## src/hw/rtl/ipac_pkg.sv

```systemverilog
// ----------------------------------------------------------------------------
// ipac_pkg
// Shared types and constants for the icon pixel alpha cleanup block
// ----------------------------------------------------------------------------
package ipac_pkg;

    localparam int unsigned CFG_INDEX_W = 2;
    localparam int unsigned CFG_DATA_W  = 8;

    // register indexes
    localparam logic [CFG_INDEX_W-1:0] REG_PIXEL_MODE         = 2'd0;
    localparam logic [CFG_INDEX_W-1:0] REG_ALPHA_THRESHOLD    = 2'd1;
    localparam logic [CFG_INDEX_W-1:0] REG_PREMULTIPLY_ENABLE = 2'd2;

    // pixel modes
    localparam logic [1:0] MODE_PASS      = 2'd0;
    localparam logic [1:0] MODE_COLOR_KEY = 2'd1;
    localparam logic [1:0] MODE_LIFT      = 2'd2;
    localparam logic [1:0] MODE_THRESHOLD = 2'd3;

    localparam logic [7:0] LIFT_LEVEL      = 8'h0A;
    localparam logic [7:0] FULL_ALPHA      = 8'hFF;
    localparam logic [7:0] THRESHOLD_RESET = 8'd25;
    localparam int unsigned PREMUL_SHIFT   = 8;

    typedef struct packed {
        logic       last_pixel;
        logic       first_pixel;
        logic [7:0] alpha_in;
        logic [7:0] red_in;
        logic [7:0] green_in;
        logic [7:0] blue_in;
    } pixel_in_t;

    typedef struct packed {
        logic       last_out;
        logic [7:0] alpha_out;
        logic [7:0] red_out;
        logic [7:0] green_out;
        logic [7:0] blue_out;
    } pixel_out_t;

    typedef struct packed {
        logic [1:0] pixel_mode;
        logic [7:0] alpha_threshold;
        logic       premultiply_enable;
    } cfg_t;

    function automatic logic near_black(input logic [7:0] b, input logic [7:0] g,
                                        input logic [7:0] r);
        near_black = (b < LIFT_LEVEL) && (g < LIFT_LEVEL) && (r < LIFT_LEVEL);
    endfunction

    function automatic logic [7:0] premul(input logic [7:0] c, input logic [7:0] a);
        logic [15:0] prod;
        prod = {8'd0, c} * {8'd0, a};
        premul = prod[PREMUL_SHIFT +: 8];
    endfunction

endpackage

```

## src/hw/rtl/icon_pixel_alpha_cleanup_top.sv

```systemverilog
// ----------------------------------------------------------------------------
// icon_pixel_alpha_cleanup_top
// Two-register pixel pipeline: input register, cleanup logic, result register
// ----------------------------------------------------------------------------
//  channel  | signals                              | payload
//  ---------+--------------------------------------+---------------------
//  pixel    | pixel_valid, pixel_stall             | ipac_pkg::pixel_in_t
//  result   | result_valid, result_stall           | ipac_pkg::pixel_out_t
//  config   | cfg_write, cfg_index, cfg_data       | 8-bit register data
//
//  one pixel transaction per cycle sustained while the result is not stalled;
//  an accepted pixel goes through the input register, then the result register
//  the whole pipeline advances when the result register is empty or taken
//  a stalled result backs up into the input register, then stalls the input
//  reset restores the configuration defaults and clears valid flags and the color key
// ----------------------------------------------------------------------------
module icon_pixel_alpha_cleanup_top (
    input  logic                               clk,
    input  logic                               rst_n,
    input  logic                               cfg_write,
    input  logic [ipac_pkg::CFG_INDEX_W-1:0]   cfg_index,
    input  logic [ipac_pkg::CFG_DATA_W-1:0]    cfg_data,
    input  logic                               pixel_valid,
    output logic                               pixel_stall,
    input  ipac_pkg::pixel_in_t                pixel,
    output logic                               result_valid,
    input  logic                               result_stall,
    output ipac_pkg::pixel_out_t               result
);

    ipac_pkg::cfg_t       cfg;
    ipac_pkg::pixel_in_t  pix_reg;
    ipac_pkg::pixel_out_t res_reg;
    ipac_pkg::pixel_out_t res_next;
    logic                 pix_valid_reg;
    logic                 res_valid_reg;
    logic                 advance;
    logic                 take_in;

    ipac_cfg_regs u_cfg (
        .clk       (clk),
        .rst_n     (rst_n),
        .cfg_write (cfg_write),
        .cfg_index (cfg_index),
        .cfg_data  (cfg_data),
        .cfg       (cfg)
    );

    assign advance     = !res_valid_reg || !result_stall;
    assign pixel_stall = pix_valid_reg && !advance;
    assign take_in     = pixel_valid && !pixel_stall;

    ipac_pixel_core u_core (
        .clk   (clk),
        .rst_n (rst_n),
        .cfg   (cfg),
        .pix   (pix_reg),
        .fire  (pix_valid_reg && advance),
        .res   (res_next)
    );

    always_ff @(posedge clk or negedge rst_n)
    begin
        if (!rst_n)
        begin
            pix_valid_reg <= 1'b0;
            res_valid_reg <= 1'b0;
        end
        else
        begin
            if (advance)
            begin
                res_valid_reg <= pix_valid_reg;
            end
            if (advance || !pix_valid_reg)
            begin
                pix_valid_reg <= pixel_valid;
            end
        end
    end

    always_ff @(posedge clk)
    begin
        if (take_in)
        begin
            pix_reg <= pixel;
        end
        if (advance && pix_valid_reg)
        begin
            res_reg <= res_next;
        end
    end

    assign result_valid = res_valid_reg;
    assign result       = res_reg;

    a_stall_needs_full: assert property (@(posedge clk) disable iff (!rst_n)
        pixel_stall |-> (pix_valid_reg && res_valid_reg))
        else $error("input stalled with room in the pipeline");

    a_hold_when_blocked: assert property (@(posedge clk) disable iff (!rst_n)
        (pix_valid_reg && !advance) |=> (pix_valid_reg && $stable(pix_reg)))
        else $error("input register changed while blocked");

    a_move_to_result: assert property (@(posedge clk) disable iff (!rst_n)
        (pix_valid_reg && advance) |=> res_valid_reg)
        else $error("pixel lost between stages");

    a_accept_fills: assert property (@(posedge clk) disable iff (!rst_n)
        take_in |=> pix_valid_reg)
        else $error("accepted transaction not held in input register");

endmodule

```

## src/hw/rtl/ipac_cfg_regs.sv

```systemverilog
// ----------------------------------------------------------------------------
// ipac_cfg_regs
// Configuration register file with plain write port
// ----------------------------------------------------------------------------
module ipac_cfg_regs (
    input  logic                               clk,
    input  logic                               rst_n,
    input  logic                               cfg_write,
    input  logic [ipac_pkg::CFG_INDEX_W-1:0]   cfg_index,
    input  logic [ipac_pkg::CFG_DATA_W-1:0]    cfg_data,
    output ipac_pkg::cfg_t                     cfg
);

    ipac_pkg::cfg_t cfg_reg;
    ipac_pkg::cfg_t cfg_next;

    always_comb
    begin
        cfg_next = cfg_reg;
        if (cfg_write)
        begin
            case (cfg_index)
                ipac_pkg::REG_PIXEL_MODE:         cfg_next.pixel_mode = cfg_data[1:0];
                ipac_pkg::REG_ALPHA_THRESHOLD:    cfg_next.alpha_threshold = cfg_data;
                ipac_pkg::REG_PREMULTIPLY_ENABLE: cfg_next.premultiply_enable = cfg_data[0];
                default:                          cfg_next = cfg_reg;
            endcase
        end
    end

    always_ff @(posedge clk or negedge rst_n)
    begin
        if (!rst_n)
        begin
            cfg_reg.pixel_mode         <= ipac_pkg::MODE_PASS;
            cfg_reg.alpha_threshold    <= ipac_pkg::THRESHOLD_RESET;
            cfg_reg.premultiply_enable <= 1'b0;
        end
        else
        begin
            cfg_reg <= cfg_next;
        end
    end

    assign cfg = cfg_reg;

endmodule

```

## src/hw/rtl/ipac_pixel_core.sv

```systemverilog
// ----------------------------------------------------------------------------
// ipac_pixel_core
// Per-pixel cleanup logic and color key register
// ----------------------------------------------------------------------------
module ipac_pixel_core (
    input  logic                   clk,
    input  logic                   rst_n,
    input  ipac_pkg::cfg_t         cfg,
    input  ipac_pkg::pixel_in_t    pix,
    input  logic                   fire,
    output ipac_pkg::pixel_out_t   res
);

    logic [31:0] key_reg;
    logic [31:0] key_next;
    logic [31:0] word;
    logic        key_hit;
    logic [7:0]  pb;
    logic [7:0]  pg;
    logic [7:0]  pr;

    assign word = {pix.alpha_in, pix.red_in, pix.green_in, pix.blue_in};

    assign key_hit = pix.first_pixel || (word == key_reg);

    always_comb
    begin
        key_next = key_reg;
        if (fire && (cfg.pixel_mode == ipac_pkg::MODE_COLOR_KEY) && pix.first_pixel)
        begin
            key_next = word;
        end
    end

    always_ff @(posedge clk or negedge rst_n)
    begin
        if (!rst_n)
        begin
            key_reg <= '0;
        end
        else
        begin
            key_reg <= key_next;
        end
    end

    // optional premultiply for threshold mode
    always_comb
    begin
        pb = pix.blue_in;
        pg = pix.green_in;
        pr = pix.red_in;
        if (cfg.premultiply_enable)
        begin
            pb = ipac_pkg::premul(pix.blue_in, pix.alpha_in);
            pg = ipac_pkg::premul(pix.green_in, pix.alpha_in);
            pr = ipac_pkg::premul(pix.red_in, pix.alpha_in);
        end
    end

    always_comb
    begin
        res.last_out  = pix.last_pixel;
        res.blue_out  = pix.blue_in;
        res.green_out = pix.green_in;
        res.red_out   = pix.red_in;
        res.alpha_out = pix.alpha_in;
        case (cfg.pixel_mode)
            ipac_pkg::MODE_PASS:
            begin
                res.alpha_out = pix.alpha_in;
            end
            ipac_pkg::MODE_COLOR_KEY:
            begin
                if (key_hit)
                begin
                    res.blue_out  = '0;
                    res.green_out = '0;
                    res.red_out   = '0;
                    res.alpha_out = '0;
                end
                else if (ipac_pkg::near_black(pix.blue_in, pix.green_in, pix.red_in))
                begin
                    res.blue_out  = ipac_pkg::LIFT_LEVEL;
                    res.green_out = ipac_pkg::LIFT_LEVEL;
                    res.red_out   = ipac_pkg::LIFT_LEVEL;
                    res.alpha_out = ipac_pkg::FULL_ALPHA;
                end
            end
            ipac_pkg::MODE_LIFT:
            begin
                if (ipac_pkg::near_black(pix.blue_in, pix.green_in, pix.red_in))
                begin
                    res.blue_out  = ipac_pkg::LIFT_LEVEL;
                    res.green_out = ipac_pkg::LIFT_LEVEL;
                    res.red_out   = ipac_pkg::LIFT_LEVEL;
                end
            end
            ipac_pkg::MODE_THRESHOLD:
            begin
                if (pix.alpha_in < cfg.alpha_threshold)
                begin
                    res.blue_out  = '0;
                    res.green_out = '0;
                    res.red_out   = '0;
                    res.alpha_out = '0;
                end
                else if (ipac_pkg::near_black(pb, pg, pr))
                begin
                    res.blue_out  = ipac_pkg::LIFT_LEVEL;
                    res.green_out = ipac_pkg::LIFT_LEVEL;
                    res.red_out   = ipac_pkg::LIFT_LEVEL;
                end
                else
                begin
                    res.blue_out  = pb;
                    res.green_out = pg;
                    res.red_out   = pr;
                end
            end
            default:
            begin
                res.alpha_out = pix.alpha_in;
            end
        endcase
    end

endmodule

```

## config.mk

```make
export PLATFORM = sky130hd
export DESIGN_NAME = icon_pixel_alpha_cleanup_top
export DESIGN_NICKNAME = d
export VERILOG_FILES = /design/src/hw/rtl/ipac_pkg.sv /design/src/hw/rtl/icon_pixel_alpha_cleanup_top.sv /design/src/hw/rtl/ipac_cfg_regs.sv /design/src/hw/rtl/ipac_pixel_core.sv
export SDC_FILE = /design/constraint.sdc
export NUM_CORES = 1
export LEC_CHECK = 0
export ABC_AREA = 0
export BUFFER_PORTS_ARGS = -buffer_cell sky130_fd_sc_hd__buf_4
export CORE_MARGIN = 2
export CORE_UTILIZATION = 55
export CTS_CLUSTER_SIZE = 10
export DETAILED_ROUTE_END_ITERATION = 10
export MAX_ROUTING_LAYER = met4
export PLACE_DENSITY_LB_ADDON = 0.1
export SLEW_MARGIN = 15
export SYNTH_ARGS = -nofsm -noshare
export SYNTH_HDL_FRONTEND = slang
export SYNTH_SLANG_ARGS = --single-unit
```

## constraint.sdc

```tcl
create_clock -name clk -period 10.2 [get_ports clk]
set_input_delay 0.51 -clock clk [delete_from_list [all_inputs] [get_ports clk]]
set_output_delay 0.51 -clock clk [all_outputs]
set_load 0.01 [all_outputs]
```

=== Yosys cells after proc, flatten, opt, wreduce, memory -nomap -nowiden ===
Cells that the tools add are included.

* Flip-flop bits (word level): 112
* Bits of input ports: 49
* Output and inout port bits: 35
* Word-level logic and storage cells: 65

* Multiply operators: 3
* Magnitude comparators: 7
* Equal/unequal tests: 6
* Multiplexer cells: 11
* Reduce and logical (&&, ||, !) cells: 21

{| class="wikitable"
|+ Operator list
! operator !! number
|-
| 24-bit two-way mux || 3
|-
| 24-bit case mux with 3 select lines || 1
|-
| 32-bit two-way mux || 2
|-
| 8-bit by 4-bit < comparator with 1-bit output (second input constant) || 6
|-
| 8-bit by 8-bit multiplier with 16-bit output || 3
|-
| 32-bit equality test || 1
|-
| 8-bit two-way mux || 4
|-
| 8-bit case mux with 2 select lines || 1
|-
| 1-bit logical AND || 9
|-
| 8-bit < comparator || 1
|-
| 2-bit equality test (second input constant) || 3
|-
| 2-bit AND reduction || 3
|-
| 1-bit zero test || 5
|-
| 2-bit by 1-bit equality test with 1-bit output (second input constant) || 2
|-
| 1-bit logical OR || 3
|-
| 2-bit zero test || 1
|}

=== Logic depth before layout (Yosys ltp) ===
* Depth after elaboration: 8
* Gate-level depth with buffers: 22

=== Hierarchy ===
From an unflattened synthesis, not the netlist that was laid out.

* Cell total of the unflattened synthesis: 1062
* Area, all modules: 11026.8 µm²

{| class="wikitable"
|+ By module, submodules not included
! module !! instances !! cells an instance !! area each (µm²) !! sequential area each (µm²)
|-
| ipac_pixel_core || 1 || 962 || 8479.4 || 800.8
|-
| icon_pixel_alpha_cleanup_top || 1 || 75 || 2104.5 || 2062.0
|-
| ipac_cfg_regs || 1 || 25 || 442.9 || 279.0
|}

=== Least setup slack after synthesis ===
OpenSTA, ideal clock, no wires.

* Path type: reg2reg
* From: register pix_reg[27] in the netlist's numbering
* To: register res_reg, in the netlist result[16] (data pin)
* Library setup time: 0.280 ns
* Data arrival time: 5.234 ns
* Required time: 9.920 ns
* Slack: 4.687 ns
* Stages on the path, launching flop included: 22
* Buffers on the path: 2
* Clock period less this slack: 5.513 ns
* Path through: edfxtp_1 -> clkbuf_1 -> clkbuf_1 -> and2_1 -> fa_1 -> inv_1 -> fa_1 -> inv_1 -> fa_1 -> inv_1 -> fa_1 -> inv_1 -> ha_1 -> a21oi_1 -> o211ai_2 -> o211a_1 -> or2_4 -> a31oi_4 -> xnor2_1 -> a211o_1 -> o31ai_1 -> o221ai_1

{| class="wikitable"
|+ RTL lines
! element !! line !! source
|-
| start: declaration || icon_pixel_alpha_cleanup_top.sv:32 || <nowiki>ipac_pkg::pixel_in_t pix_reg;</nowiki>
|-
| start signal: assignment || icon_pixel_alpha_cleanup_top.sv:86 || <nowiki>pix_reg <= pixel;</nowiki>
|-
| end signal: assignment || icon_pixel_alpha_cleanup_top.sv:90 || <nowiki>res_reg <= res_next;</nowiki>
|-
| end: declaration || icon_pixel_alpha_cleanup_top.sv:33 || <nowiki>ipac_pkg::pixel_out_t res_reg;</nowiki>
|}

==> key figures <==
Timing
  • Final cycle utilization of the critical path: 60.06%
  • Hold Vio Cnt, Final: 0
  • Max transition margin: 35.42%
  • Final Max Slew Viols: 0
  • Clock Skew: 0.01603 ns
  • Setup TNS: 0 ns
  • Worst slew pin tran: a little under 1 ns
  • Setup violators final: 0
  • RSZ-0062 raised after global routing: no
  • Tmin final: between 6 and 7 ns
  • Fmax: between 150 and 200 MHz

Floorplan
  • Die Ht: 146.7 um
  • Die area: 21,510 um^2
  • Starting Density: 55.69%
  • Core area: 20,100 um^2
  • Rows: 52
  • Die width: 146.7 um
  • Boundary Pins: 84

Layout
  • Multi-input logic area: 7241 um^2
  • Inserted Diodes: 0
  • Post-route cell area: 12,350 um^2
  • Area Overhead vs Synth: 10.27%
  • Share of cells above drive strength 1: 13.84%
  • Nets: 1,433
  • Reg area: 3142 um^2
  • Max reg flops: 34
  • # fillers: 1,683

Clocking
  • CTS tree: built
  • H-tree depth: 3
  • Clk_lat worst skew: 0.36 ns
  • CTS Hold Buffers Added: 0
  • CTS clk-pin slew, worst paths: 0.09 ns
  • Clk buf depth: 2
  • PostCTS Resize Cnt: 0
  • Number of clock sinks: 112
  • Post-CTS setup buffer count: 0
  • Cts bufs inserted: 9
  • Clock root buffer: clkbuf_16

Worst setup path
  • Worst Setup Path Type: reg2reg
  • Cell mode on critical path: fa_1
  • Critical path cell sequence: and2_1 > fa_1 > fa_1 > fa_1 > inv_1 > fa_1 > inv_1 > ha_1 > a21o_1 > a21oi_1 > o31ai_1 > a221oi_1 > xnor2_1 > nor4_1 > o221ai_1 > o31ai_1 > o221ai_1
  • CP Capture Type: flip-flop
  • Startpoint Class: flip-flop
  • Top delay family on crit path: adder cells
  • CP bufs+invs: 2
  • Crit path largest cell delay: around 0.66 ns
  • Worst path slowest cell: edfxtp_1
  • CP max FO: 13
  • Required time of the critical path: 10.28 ns
  • Worst endpoint data arrival time: 6.21 ns

Routing
  • DRC Markers: 0
  • Uppermost layer routed: met4
  • Metal2 WL: around 13,000 um
  • Final wirelength: 27,770 um
  • DR iter-0 viols: 629
  • Via density: about 5.7
  • Met3 Wirelength: approximately 1900 um
  • Routed WL per cell: 19.18 um
  • Vias after detailed routing: 8,242
  • WL met1: ~12,000 um
  • Initial DRT Pass Iterations: 5
  • Post-route ant nets: 0

Yosys
  • Number of flops mapped to enable cells by yosys: 67
  • Post-synth top cells: and2_1, inv_1, ha_1
  • Post-synth ARST share: 40.18%
  • Synth Instances: 1,126
  • Syn_nets: roughly 1,400
  • Top cell type's share of synthesized area: a little under a fifth
  • Netlist cell types: 63
  • Sequential area share after synthesis: 28.06%
  • Synth top area cells: fa_1, edfxtp_1, ha_1
  • Seq cells post-synth: 112
  • Post-synth top area cell: fa_1
  • Ys flop type: edfxtp_1
  • Yosys warnings: 0
  • Mean Syn Cell Area: 9.943 um^2
  • Mapped cell area: 11,200 um^2

GRT
  • Total grt overflow: 0
  • Initial antenna violation count: 0
  • First-pass GRT wire length: 44,990 um
  • GRT Overall Usage: 27.93%
  • Pin count of the biggest net entering global routing: 46
  • Vias in the first global route: roughly 8,400

Pwr
  • Static Leak: between 0.005 and 0.006 uW
  • Power density over the cells: about 200 nW/um^2
  • Max IR drop VDD: about 0.11 mV

Min path
  • Hold WC Path Type: in2async

Job
  • MaxCap Viol Count: 0

Place
  • Dpl hpwl: 20,070 um
  • Placed Area: 12,020 um^2
  • Port bufs: 83
  • GPL Wtd Cong: 0.9224

Run status
  • Status: completed
path summary, 6_finish.rpt:
path                        startpoint                 end  slack [ns]  cells after the start
hold reg to reg            pix_reg[33]          result[32]        0.43                      0
setup / recovery            pix_reg[9]           result[0]        4.07                     17
hold / removal                   rst_n  u_core.key_reg[29]        0.13                      1
max in group asynchronous        rst_n  u_core.key_reg[24]        9.66                      1
min in group clk              pixel[7]          pix_reg[7]        0.32                      1
setup reg to reg            pix_reg[9]           result[0]        4.07                     17
metrics by stage:
| step | hold slack, ns | worst slack [ns] | total power, uW | utilization [%] | instances |
|---|---|---|---|---|---|
| CTS | 0.1576 | 4.156 | 2473 | 61.41 | 1448 |
| finish | 0.1332 | 4.074 | 2477 | 61.41 | 1448 |
| global route | 0.1689 | 3.758 | 2690 | 61.41 | 1448 |
| global placement | 0.4022 | 4.340 | 2058 | 59.80 | 1432 |
| detailed placement | 0.4167 | 4.222 | 2082 | 59.80 | 1432 |
| floorplan | 0.2144 | 4.687 | 1709 | - | 1126 |
report_power, final:
group | internal, uW | switching (uW)
registers | 598 | 82.6
clock network | 182 | 202
logic | 598 | 815
metal layers:
| layer | up-vias | GRT usage, % |
|---|---|---|
| met4 | 0 | 8.252 |
| li1 | 3817 | - |
| met3 | 46 | 3.375 |
| met2 | 308 | 43.45 |
| met1 | 4071 | 38.85 |
| met5 | - | - |
area by class of cell:
cell class | instances | area share, %
Tap cell | 270 | 2.736
Clock inverter | 7 | 0.7905
Sequential cell | 112 | 25.45
Inverter | 153 | 4.652
Clock buffer | 9 | 1.824
Timing Repair Buffer | 97 | 5.898
Multi-Input combinational cell | 800 | 58.65
cell families after synthesis:
| group | count (synthesis) | share of synthesized area, % |
|---|---|---|
| buffers and inverters | 214 | 7.275 |
| adder cells (fa/ha/maj) | 211 | 30.62 |
| multiplexers | 40 | 3.979 |
| AO/OA/AOI/OAI | 147 | 9.075 |
| XOR/XNOR | 52 | 4.068 |
| flip-flops | 112 | 28.06 |
| AND/OR/NAND/NOR | 350 | 16.92 |
worst reg2reg max path: stages, from the launching register on:
cell and delay [ns]:
edfxtp_1 0.66, and2_1 0.30, fa_1 0.51, fa_1 0.53
fa_1 0.54, inv_1 0.05, fa_1 0.52, inv_1 0.04
ha_1 0.35, a21o_1 0.22, a21oi_1 0.17, o31ai_1 0.16
a221oi_1 0.36, xnor2_1 0.15, nor4_1 0.25, o221ai_1 0.27
o31ai_1 0.56, o221ai_1 0.19
cell usage in the layout (no fill, tap or decap), types with 6 or more instances in the layout:
| master | n |
|---|---|
| o21ai_0 | 31 |
| nand4_1 | 6 |
| nand3_1 | 11 |
| nand2_1 | 73 |
| fa_1 | 105 |
| a21o_1 | 13 |
| buf_4 | 97 |
| mux2_2 | 36 |
| and2_1 | 152 |
| o21bai_1 | 6 |
| a41oi_1 | 6 |
| ha_1 | 106 |
| nor2_1 | 48 |
| inv_1 | 153 |
| nor4_1 | 10 |
| o21a_1 | 7 |
| a22o_1 | 6 |
| dfrtp_1 | 42 |
| xor2_1 | 40 |
| edfxtp_1 | 67 |
| clkbuf_16 | 9 |
| nand2b_1 | 6 |
| nand4b_1 | 6 |
| a21oi_1 | 27 |
| xnor2_1 | 12 |
| nor3_1 | 16 |
Power figures use the tool's default switching activity.
